$ cat src/bsm_pkg.sv
`default_nettype none
// ----------------------------------------------------------------------------
// bsm_pkg
// Types and constants for the bank switch mapper with IRQ counter.
// ----------------------------------------------------------------------------
package bsm_pkg;

    typedef struct packed {
        logic [15:0] cpu_address;
        logic        cpu_write;
        logic [7:0]  cpu_data;
        logic [13:0] ppu_address;
    } in_beat_t;

    typedef struct packed {
        logic [7:0] prg_bank;
        logic       prg_ram_select;
        logic       prg_ram_writable;
        logic [7:0] chr_bank;
        logic       nametable_page;
        logic       irq_asserted;
    } out_beat_t;

    // CPU address pages (A15..A12) that decode writes
    localparam logic [3:0] PAGE_PRG_LO  = 4'h8;
    localparam logic [3:0] PAGE_PRG_HI  = 4'h9;
    localparam logic [3:0] PAGE_CHR_A   = 4'hA;
    localparam logic [3:0] PAGE_CHR_B   = 4'hB;
    localparam logic [3:0] PAGE_CHR_C   = 4'hC;
    localparam logic [3:0] PAGE_CHR_D   = 4'hD;
    localparam logic [3:0] PAGE_RELOAD  = 4'hE;
    localparam logic [3:0] PAGE_CTRL    = 4'hF;

    // $Fxxx register select (A1..A0)
    localparam logic [1:0] REG_IRQ_RELOAD = 2'd0;
    localparam logic [1:0] REG_IRQ_CTRL   = 2'd1;
    localparam logic [1:0] REG_MIRROR     = 2'd2;
    localparam logic [1:0] REG_SPEECH     = 2'd3;

    // nametable mirroring modes
    localparam logic [1:0] MIR_A11  = 2'd0;
    localparam logic [1:0] MIR_A10  = 2'd1;
    localparam logic [1:0] MIR_ZERO = 2'd2;
    localparam logic [1:0] MIR_ONE  = 2'd3;

    // CPU address window bounds
    localparam logic [15:0] ADDR_RAM_LO = 16'h6000;
    localparam logic [15:0] ADDR_ROM_LO = 16'h8000;
    localparam logic [15:0] ADDR_A000   = 16'hA000;
    localparam logic [15:0] ADDR_C000   = 16'hC000;
    localparam logic [15:0] ADDR_E000   = 16'hE000;

    localparam logic [7:0] PRG_FIXED_BANK = 8'hFF;

    // IRQ counter width masks
    localparam logic [15:0] MASK_4  = 16'h000F;
    localparam logic [15:0] MASK_8  = 16'h00FF;
    localparam logic [15:0] MASK_12 = 16'h0FFF;
    localparam logic [15:0] MASK_16 = 16'hFFFF;

    // reset values of the program bank registers
    localparam logic [7:0] PRG0_RESET = 8'h00;
    localparam logic [7:0] PRG1_RESET = 8'h01;
    localparam logic [7:0] PRG2_RESET = 8'hFE;
    localparam logic [7:0] PRG3_RESET = 8'h00;

    function automatic logic [7:0] set_nibble(input logic [7:0] old_val,
                                              input logic       hi,
                                              input logic [3:0] nib);
        logic [7:0] res;
        res = hi ? {nib, old_val[3:0]} : {old_val[7:4], nib};
        return res;
    endfunction

endpackage
`default_nettype wire

$ cat src/bank_switch_mapper_with_irq_counter_top.sv
`default_nettype none
// ----------------------------------------------------------------------------
// bank_switch_mapper_with_irq_counter_top
// Nibble-loaded bank registers, address translation and IRQ down counter.
// ----------------------------------------------------------------------------
// Channel | Direction | Handshake        | Payload
// s_      | in        | s_valid/s_ready  | bsm_pkg::in_beat_t  (one CPU bus cycle)
// m_      | out       | m_valid/m_ready  | bsm_pkg::out_beat_t (translated result)
//
// One beat per clock sustained while m_ready holds; an accepted beat goes through the input
// register, then register update and translation into the output register, which drives m_valid.
// Both stages advance together when the output register is empty or being taken.
// Reset (aresetn low, synchronous) restores the bank, counter and IRQ registers
// and empties both stages.
// ----------------------------------------------------------------------------
module bank_switch_mapper_with_irq_counter_top (
    input  wire                 aclk,
    input  wire                 aresetn,
    input  wire                 s_valid,
    output logic                s_ready,
    input  bsm_pkg::in_beat_t   s_data,
    output logic                m_valid,
    input  wire                 m_ready,
    output bsm_pkg::out_beat_t  m_data
);
    import bsm_pkg::*;

    // pipeline registers
    logic       in_valid_reg;
    in_beat_t   in_reg;
    logic       out_valid_reg;
    out_beat_t  out_reg;

    // mapper state
    logic [3:0][7:0] prg_reg,    prg_next;
    logic [7:0][7:0] chr_reg,    chr_next;
    logic [3:0][3:0] reload_reg, reload_next;
    logic [15:0]     counter_reg, counter_next;
    logic [1:0]      mirror_reg, mirror_next;
    logic [3:0]      irq_ctl_reg, irq_ctl_next;
    logic            irq_line_reg, irq_line_next;

    logic            out_free;
    logic            advance;
    logic [3:0]      page;
    logic            release_wr;
    logic [15:0]     cnt_written;
    logic            line_written;
    logic [15:0]     cnt_mask;
    out_beat_t       result;

    assign out_free = !out_valid_reg || m_ready;
    assign advance  = in_valid_reg && out_free;
    assign s_ready  = !in_valid_reg || out_free;
    assign m_valid  = out_valid_reg;
    assign m_data   = out_reg;

    assign page = in_reg.cpu_address[15:12];
    assign release_wr = in_reg.cpu_write && (page == PAGE_CTRL) &&
                        ((in_reg.cpu_address[1:0] == REG_IRQ_RELOAD) ||
                         (in_reg.cpu_address[1:0] == REG_IRQ_CTRL));

    // register write, then counter tick
    always_comb begin
        prg_next     = prg_reg;
        chr_next     = chr_reg;
        reload_next  = reload_reg;
        cnt_written  = counter_reg;
        mirror_next  = mirror_reg;
        irq_ctl_next = irq_ctl_reg;
        line_written = irq_line_reg;
        if (in_reg.cpu_write) begin
            unique case (page)
                PAGE_PRG_LO, PAGE_PRG_HI: begin
                    prg_next[{page[0], in_reg.cpu_address[1]}] =
                        set_nibble(prg_reg[{page[0], in_reg.cpu_address[1]}],
                                   in_reg.cpu_address[0], in_reg.cpu_data[3:0]);
                end
                PAGE_CHR_A, PAGE_CHR_B, PAGE_CHR_C, PAGE_CHR_D: begin
                    // A..D map to rows 0..3
                    chr_next[{page[1:0] ^ 2'b10, in_reg.cpu_address[1]}] =
                        set_nibble(chr_reg[{page[1:0] ^ 2'b10, in_reg.cpu_address[1]}],
                                   in_reg.cpu_address[0], in_reg.cpu_data[3:0]);
                end
                PAGE_RELOAD: begin
                    reload_next[in_reg.cpu_address[1:0]] = in_reg.cpu_data[3:0];
                end
                PAGE_CTRL: begin
                    unique case (in_reg.cpu_address[1:0])
                        REG_IRQ_RELOAD: begin
                            cnt_written  = reload_reg;
                            line_written = 1'b0;
                        end
                        REG_IRQ_CTRL: begin
                            irq_ctl_next = in_reg.cpu_data[3:0];
                            line_written = 1'b0;
                        end
                        REG_MIRROR: begin
                            mirror_next = in_reg.cpu_data[1:0];
                        end
                        REG_SPEECH: begin
                        end
                    endcase
                end
                default: begin
                end
            endcase
        end

        priority if (irq_ctl_next[3]) begin
            cnt_mask = MASK_4;
        end else if (irq_ctl_next[2]) begin
            cnt_mask = MASK_8;
        end else if (irq_ctl_next[1]) begin
            cnt_mask = MASK_12;
        end else begin
            cnt_mask = MASK_16;
        end

        counter_next  = cnt_written;
        irq_line_next = line_written;
        if (irq_ctl_next[0]) begin
            counter_next = cnt_written - 16'd1;
            if ((cnt_written & cnt_mask) == 16'd0) begin
                irq_line_next = 1'b1;
            end
        end
    end

    // translation with the updated registers
    always_comb begin
        priority if (in_reg.cpu_address >= ADDR_E000) begin
            result.prg_bank = PRG_FIXED_BANK;
        end else if (in_reg.cpu_address >= ADDR_C000) begin
            result.prg_bank = prg_next[2];
        end else if (in_reg.cpu_address >= ADDR_A000) begin
            result.prg_bank = prg_next[1];
        end else if (in_reg.cpu_address >= ADDR_ROM_LO) begin
            result.prg_bank = prg_next[0];
        end else begin
            result.prg_bank = 8'd0;
        end
        result.prg_ram_select   = (in_reg.cpu_address >= ADDR_RAM_LO) &&
                                  (in_reg.cpu_address < ADDR_ROM_LO) && prg_next[3][0];
        result.prg_ram_writable = prg_next[3][0] && prg_next[3][1];
        result.chr_bank         = chr_next[in_reg.ppu_address[12:10]];
        unique case (mirror_next)
            MIR_A11:  result.nametable_page = in_reg.ppu_address[11];
            MIR_A10:  result.nametable_page = in_reg.ppu_address[10];
            MIR_ZERO: result.nametable_page = 1'b0;
            MIR_ONE:  result.nametable_page = 1'b1;
        endcase
        result.irq_asserted = irq_line_next;
    end

    always_ff @(posedge aclk) begin
        if (!aresetn) begin
            in_valid_reg  <= 1'b0;
            out_valid_reg <= 1'b0;
            prg_reg       <= {PRG3_RESET, PRG2_RESET, PRG1_RESET, PRG0_RESET};
            chr_reg       <= '0;
            reload_reg    <= '0;
            counter_reg   <= '0;
            mirror_reg    <= MIR_A11;
            irq_ctl_reg   <= '0;
            irq_line_reg  <= 1'b0;
        end else begin
            if (s_ready) begin
                in_valid_reg <= s_valid;
            end
            if (out_free) begin
                out_valid_reg <= in_valid_reg;
            end
            if (advance) begin
                prg_reg      <= prg_next;
                chr_reg      <= chr_next;
                reload_reg   <= reload_next;
                counter_reg  <= counter_next;
                mirror_reg   <= mirror_next;
                irq_ctl_reg  <= irq_ctl_next;
                irq_line_reg <= irq_line_next;
            end
        end
    end

    // payload registers
    always_ff @(posedge aclk) begin
        if (s_ready && s_valid) begin
            in_reg <= s_data;
        end
        if (advance) begin
            out_reg <= result;
        end
    end

    // IRQ line is sticky until a release write goes through
    a_irq_sticky: assert property (@(posedge aclk) disable iff (!aresetn)
        (irq_line_reg && !(advance && release_wr)) |=> irq_line_reg)
        else $error("irq line dropped without a release write");

    // reload write with the counter stopped leaves the line released
    a_reload_release: assert property (@(posedge aclk) disable iff (!aresetn)
        (advance && release_wr && (in_reg.cpu_address[1:0] == REG_IRQ_RELOAD) &&
         !irq_ctl_reg[0]) |=> !m_data.irq_asserted)
        else $error("irq asserted after reload write with counter stopped");

    // the counter only moves when a beat goes through
    a_counter_hold: assert property (@(posedge aclk) disable iff (!aresetn)
        !advance |=> $stable(counter_reg))
        else $error("counter changed without a beat");

    // every processed beat lands in the output register
    a_beat_out: assert property (@(posedge aclk) disable iff (!aresetn)
        advance |=> m_valid)
        else $error("processed beat not presented");

endmodule
`default_nettype wire
$ cat config.mk
export PLATFORM = sky130hd
export DESIGN_NAME = bank_switch_mapper_with_irq_counter_top
export DESIGN_NICKNAME = d
export VERILOG_FILES = /design/src/bsm_pkg.sv /design/src/bank_switch_mapper_with_irq_counter_top.sv
export SDC_FILE = /design/constraint.sdc
export NUM_CORES = 1
export LEC_CHECK = 0
export BUFFER_PORTS_ARGS = -buffer_cell sky130_fd_sc_hd__buf_2
export CAP_MARGIN = 20
export CORE_MARGIN = 2
export CORE_UTILIZATION = 40
export DETAILED_ROUTE_END_ITERATION = 12
export PLACE_DENSITY_LB_ADDON = 0.2
export SYNTH_ARGS = -nofsm -noshare
export SYNTH_HDL_FRONTEND = slang
export SYNTH_SLANG_ARGS = --single-unit
$ cat constraint.sdc
create_clock -name aclk -period 4.1 [get_ports aclk]
set_input_delay 0.205 -clock aclk [delete_from_list [all_inputs] [get_ports aclk]]
set_output_delay 0.205 -clock aclk [all_outputs]
set_load 0.01 [all_outputs]
==> impl_metrics.csv <==
group,metric,value,unit
synthesis,syn_warnings,0,
final_layout,num-nets-final,1143,
synthesis,netlist.top_cell.by_area,"sky130_fd_sc_hd__dfxtp_1",
critical_path,crit_type,"reg2reg",
drt,via_density_per_instance,6.16,
global_routing,maximum_number_of_pins_on_one_net_before_global_route_repair,74,
placement,buffer_ports.inserted,39,
critical_path,critical-path-top-delay-family,"simple AND/OR/NAND/NOR gates",
timing,timing.hold.ws,0.0989,ns
clock_tree,clk_latency,0.44,ns
critical_path,timing.critical_path.buf_inv,1,
synthesis,synth_enable_flop_cells,34,
drt,detail_route.iter0.violations,734,
timing,timing.final.crit_period,3.33,ns
critical_path,cp_max_fanout,8,
timing,fmaxAchievable,0.301,GHz
synthesis,postSynthAreaPerCell,8.63,sq um
clock_tree,clock-root-buffer,"sky130_fd_sc_hd__clkbuf_16",
synthesis,synthTopCellsByArea,"sky130_fd_sc_hd__dfxtp_1 30%, sky130_fd_sc_hd__edfxtp_1 11%, sky130_fd_sc_hd__nor2_1 7.3%",
placement,place_hpwl,18.6,mm
power,clock_power_share,46.0,%
final_layout,final_layout_size_suffix_gt1_share,12.4,%
global_routing,antenna_violations_before_repair,0,
critical_path,cp_common_cell,"sky130_fd_sc_hd__nand2_1",
clock_tree,clock_sinks,171,
placement,gp_congestion,0.885,
timing,final_slew_violations,0,
drt,route.detailed.drc,0,
status,status,"complete, no violations",
synthesis,async_reset_ff_share,0,%
power,power.share.combinational,10.1,%
clock_tree,post_cts.resized_instances,0,
synthesis,post_synth_fa_ha_maj_area_fraction,0.135,%
critical_path,critical_path_endpoint_category,"register",
synthesis,synth-xor-area-share,0,%
clock_tree,worst_setup_hold_path_clk_slew,0.07,ns
synthesis,synth_cells,1077,
power,seqPwrFrac,43.9,%
clock_tree,cts_made_buffers,17,
drt,dr_total_vias,8609,
final_layout,max_ffs_per_register,64,
global_routing,first_global_vias,7944,
job,max_cap_viol_count,0,
critical_path,critical_path_cell_sequence,"and4b_1, buf_4, nand2_1, mux2i_1, ha_1, nand2b_1, nor4_1, o31ai_1, o21ai_0, o211ai_1, nand2_1",
critical_path,required,4.40,ns
final_layout,commonest_non_fill_non_tap_cells_in_the_layout,"181 x sky130_fd_sc_hd__nor2_1, 137 x sky130_fd_sc_hd__dfxtp_1, 109 x sky130_fd_sc_hd__a21oi_1",
synthesis,synth_top_family_by_area,"compound AO/OA/AOI/OAI gates",
timing,hold_viol,0,
timing,clock-skew-final,0.0118,ns
final_layout,most_frequent_standard_cell_in_the_layout_excluding_fill_and_tap_cells,"sky130_fd_sc_hd__nor2_1",
synthesis,dominantRegCellSynth,"sky130_fd_sc_hd__dfxtp_1",
die,floorplan.rows,55,
synthesis,synth-seq-cells,171,
critical_path,cp_slowest_cell,"sky130_fd_sc_hd__o21ai_0",
global_routing,global_route.overflow_total,0,
power,peakVddDrop,0.248,mV
synthesis,synthDominantCellAreaShare,29.5,%
synthesis,synth-simple-area-share,20.8,%
synthesis,synthesis.nets,1121,
power,internal_power,3050,uW
drt,drt-wirelength-per-cell,20.9,um
clock_tree,cts_tree,"done",
drt,wirelength,29.2,mm
timing,fin_crit_sh,81.2,%
synthesis,share_of_the_synthesized_area_in_compound_gates_ao_oa_aoi_oai,21.1,%
critical_path,critical_path_arrival,3.63,ns
power,pwr_density_cell,385,nW/um^2
critical_path,critical_path.max_stage_delay,0.52,ns
hold_path,holdCritPathClass,"in2reg",
die,core_region_area,22700,sq um
drt,drtPass1Iterations,5,
clock_tree,clock_tree.buffer_depth,2,
synthesis,netlist_area,9300,sq um
power,sw_pwr,1020,uW
final_layout,postLayoutCoreUtil,46.5,%
power,cellLeakagePower,0.00405,uW
synthesis,synthMuxAreaShare,12.9,%
power,power_switching_share,25.0,%
timing,fin_tns_setup,0,ns
clock_tree,htree_levels,4,
timing,rsz_0062_raised_after_global_routing,"false",
die,die_area,24500,sq um
final_layout,finalInstanceArea,10600,sq um
synthesis,synthDistinctLibCells,74,
critical_path,worstSetupStartpointType,"register",
global_routing,first_pass_grt_wire_length,45.8,mm
die,die_height,156,um
final_layout,diodes,0,
timing,setup_violations,0,
die,fp.dieW,156,um
placement,placement.cell_area,9730,sq um
global_routing,grtUsageTotal,24.2,%
drt,antenna_left,0,
die,initial_core_utilization,40.9,%
synthesis,register_area_share_after_synthesis,40.5,%
timing,tightest_slew,0.900,ns
die,top_level_ports,65,
timing,relSlewSlack,40.0,%
final_layout,synthToLayoutAreaGrowth,13.6,%
==> synth_stat cells (3+ instances only) <==
| cell | count |
|---|---|
| sky130_fd_sc_hd__nand3_1 | 39 |
| sky130_fd_sc_hd__and2_1 | 6 |
| sky130_fd_sc_hd__o211ai_1 | 15 |
| sky130_fd_sc_hd__buf_1 | 8 |
| sky130_fd_sc_hd__o2111ai_1 | 6 |
| sky130_fd_sc_hd__nand2b_1 | 9 |
| sky130_fd_sc_hd__mux4_2 | 23 |
| sky130_fd_sc_hd__edfxtp_1 | 34 |
| sky130_fd_sc_hd__buf_4 | 4 |
| sky130_fd_sc_hd__a21o_1 | 3 |
| sky130_fd_sc_hd__a21oi_1 | 109 |
| sky130_fd_sc_hd__clkbuf_1 | 48 |
| sky130_fd_sc_hd__o31a_1 | 3 |
| sky130_fd_sc_hd__nand3b_1 | 5 |
| sky130_fd_sc_hd__inv_1 | 13 |
| sky130_fd_sc_hd__o22ai_1 | 10 |
| sky130_fd_sc_hd__o211a_1 | 10 |
| sky130_fd_sc_hd__buf_2 | 21 |
| sky130_fd_sc_hd__a2111oi_0 | 5 |
| sky130_fd_sc_hd__mux2i_1 | 61 |
| sky130_fd_sc_hd__nor4_1 | 3 |
| sky130_fd_sc_hd__dfxtp_1 | 137 |
| sky130_fd_sc_hd__nor2_1 | 181 |
| sky130_fd_sc_hd__a221o_1 | 3 |
| sky130_fd_sc_hd__nand2_1 | 101 |
| sky130_fd_sc_hd__nor2b_1 | 10 |
| sky130_fd_sc_hd__nor3_1 | 15 |
| sky130_fd_sc_hd__a31oi_1 | 15 |
| sky130_fd_sc_hd__or4_1 | 4 |
| sky130_fd_sc_hd__or3_1 | 11 |
| sky130_fd_sc_hd__and3_1 | 7 |
| sky130_fd_sc_hd__and4b_1 | 5 |
| sky130_fd_sc_hd__a221oi_1 | 8 |
| sky130_fd_sc_hd__mux2_2 | 4 |
| sky130_fd_sc_hd__nand4_1 | 11 |
| sky130_fd_sc_hd__o21ai_0 | 36 |
| sky130_fd_sc_hd__o31ai_1 | 6 |
| sky130_fd_sc_hd__a32oi_1 | 9 |
| sky130_fd_sc_hd__a211oi_1 | 33 |
==> power groups by stage <==
stage                     sequential [uW]  clock (uW)  combinational, uW
after global routing                 1780        1970                442
final                                1780        1870                410
after detailed placement             1820           0                392
after floorplan                      1810           0                266
after CTS                            1780        1890                404
after global placement               1820           0                391
==> timing repair <==
| item | 4_1_cts | 5_1_grt |
|---|---|---|
| buffers inserted | 0 | 0 |
| hold buffers | 15 | 0 |
| hold endpoints to repair | 15 | 0 |
==> worst register-to-register path: cells and delay by family (launching register included) <==
| kind | cells | cell delay (ns) |
|---|---|---|
| multiplexers | 1 | 0.28 |
| AO/OA/AOI/OAI | 3 | 0.96 |
| flip-flops | 1 | 0.38 |
| adder cells (fa/ha/maj) | 1 | 0.29 |
| AND/OR/NAND/NOR | 5 | 1.12 |
| buffers and inverters | 1 | 0.17 |
==> kinds of logic (layout without fill, tap and decap cells) <==
group | Yosys count | after routing
AO/OA/AOI/OAI | 297 | 297
adder cells (fa/ha/maj) | 1 | 1
buffers and inverters | 98 | 133
flip-flops | 171 | 171
multiplexers | 89 | 89
AND/OR/NAND/NOR | 421 | 421
==> path summary, 6_finish.rpt <==
kind / start / to / slack (ns) / cells after the start
max: in_reg[37] / m_data[0] / 0.77 / 11
min: m_ready / m_valid / 0.1 / 4
max reg2reg: in_reg[37] / m_data[0] / 0.77 / 11
min reg2reg: counter_reg[1] / counter_reg[1] / 0.47 / 2
==> area by class of cell <==
| cell class | count | area (sq um) |
|---|---|---|
| Fill cell | 2238 | 12200 |
| Multi-Input combinational cell | 808 | 5110 |
| Sequential cell | 171 | 3760 |
| Timing Repair Buffer | 86 | 598 |
| Clock buffer | 23 | 490 |
| Tap cell | 285 | 357 |
| Clock inverter | 9 | 183 |
| Inverter | 15 | 57.6 |
==> routing by layer <==
metal / routed length, um / share of wire (%) / track usage (%)
met5: 0 / 0 / 0
met2: 13500 / 46 / 38.1
met4: 875 / 3.0 / 9.35
met3: 1990 / 6.8 / 4.60
met1: 12800 / 44 / 32.9
==> stage by stage <==
stage          total power [uW]  instances  worst slack, ns
3_3_place_gp               2210       1349            0.890
6_report                   4060       1397            0.773
5_1_grt                    4190       1397            0.494
4_1_cts                    4080       1396            0.835
3_5_place_dp               2210       1349            0.854
2_1_floorplan              2070       1077            0.920
Note: power is estimated with default switching activity, not from simulation.
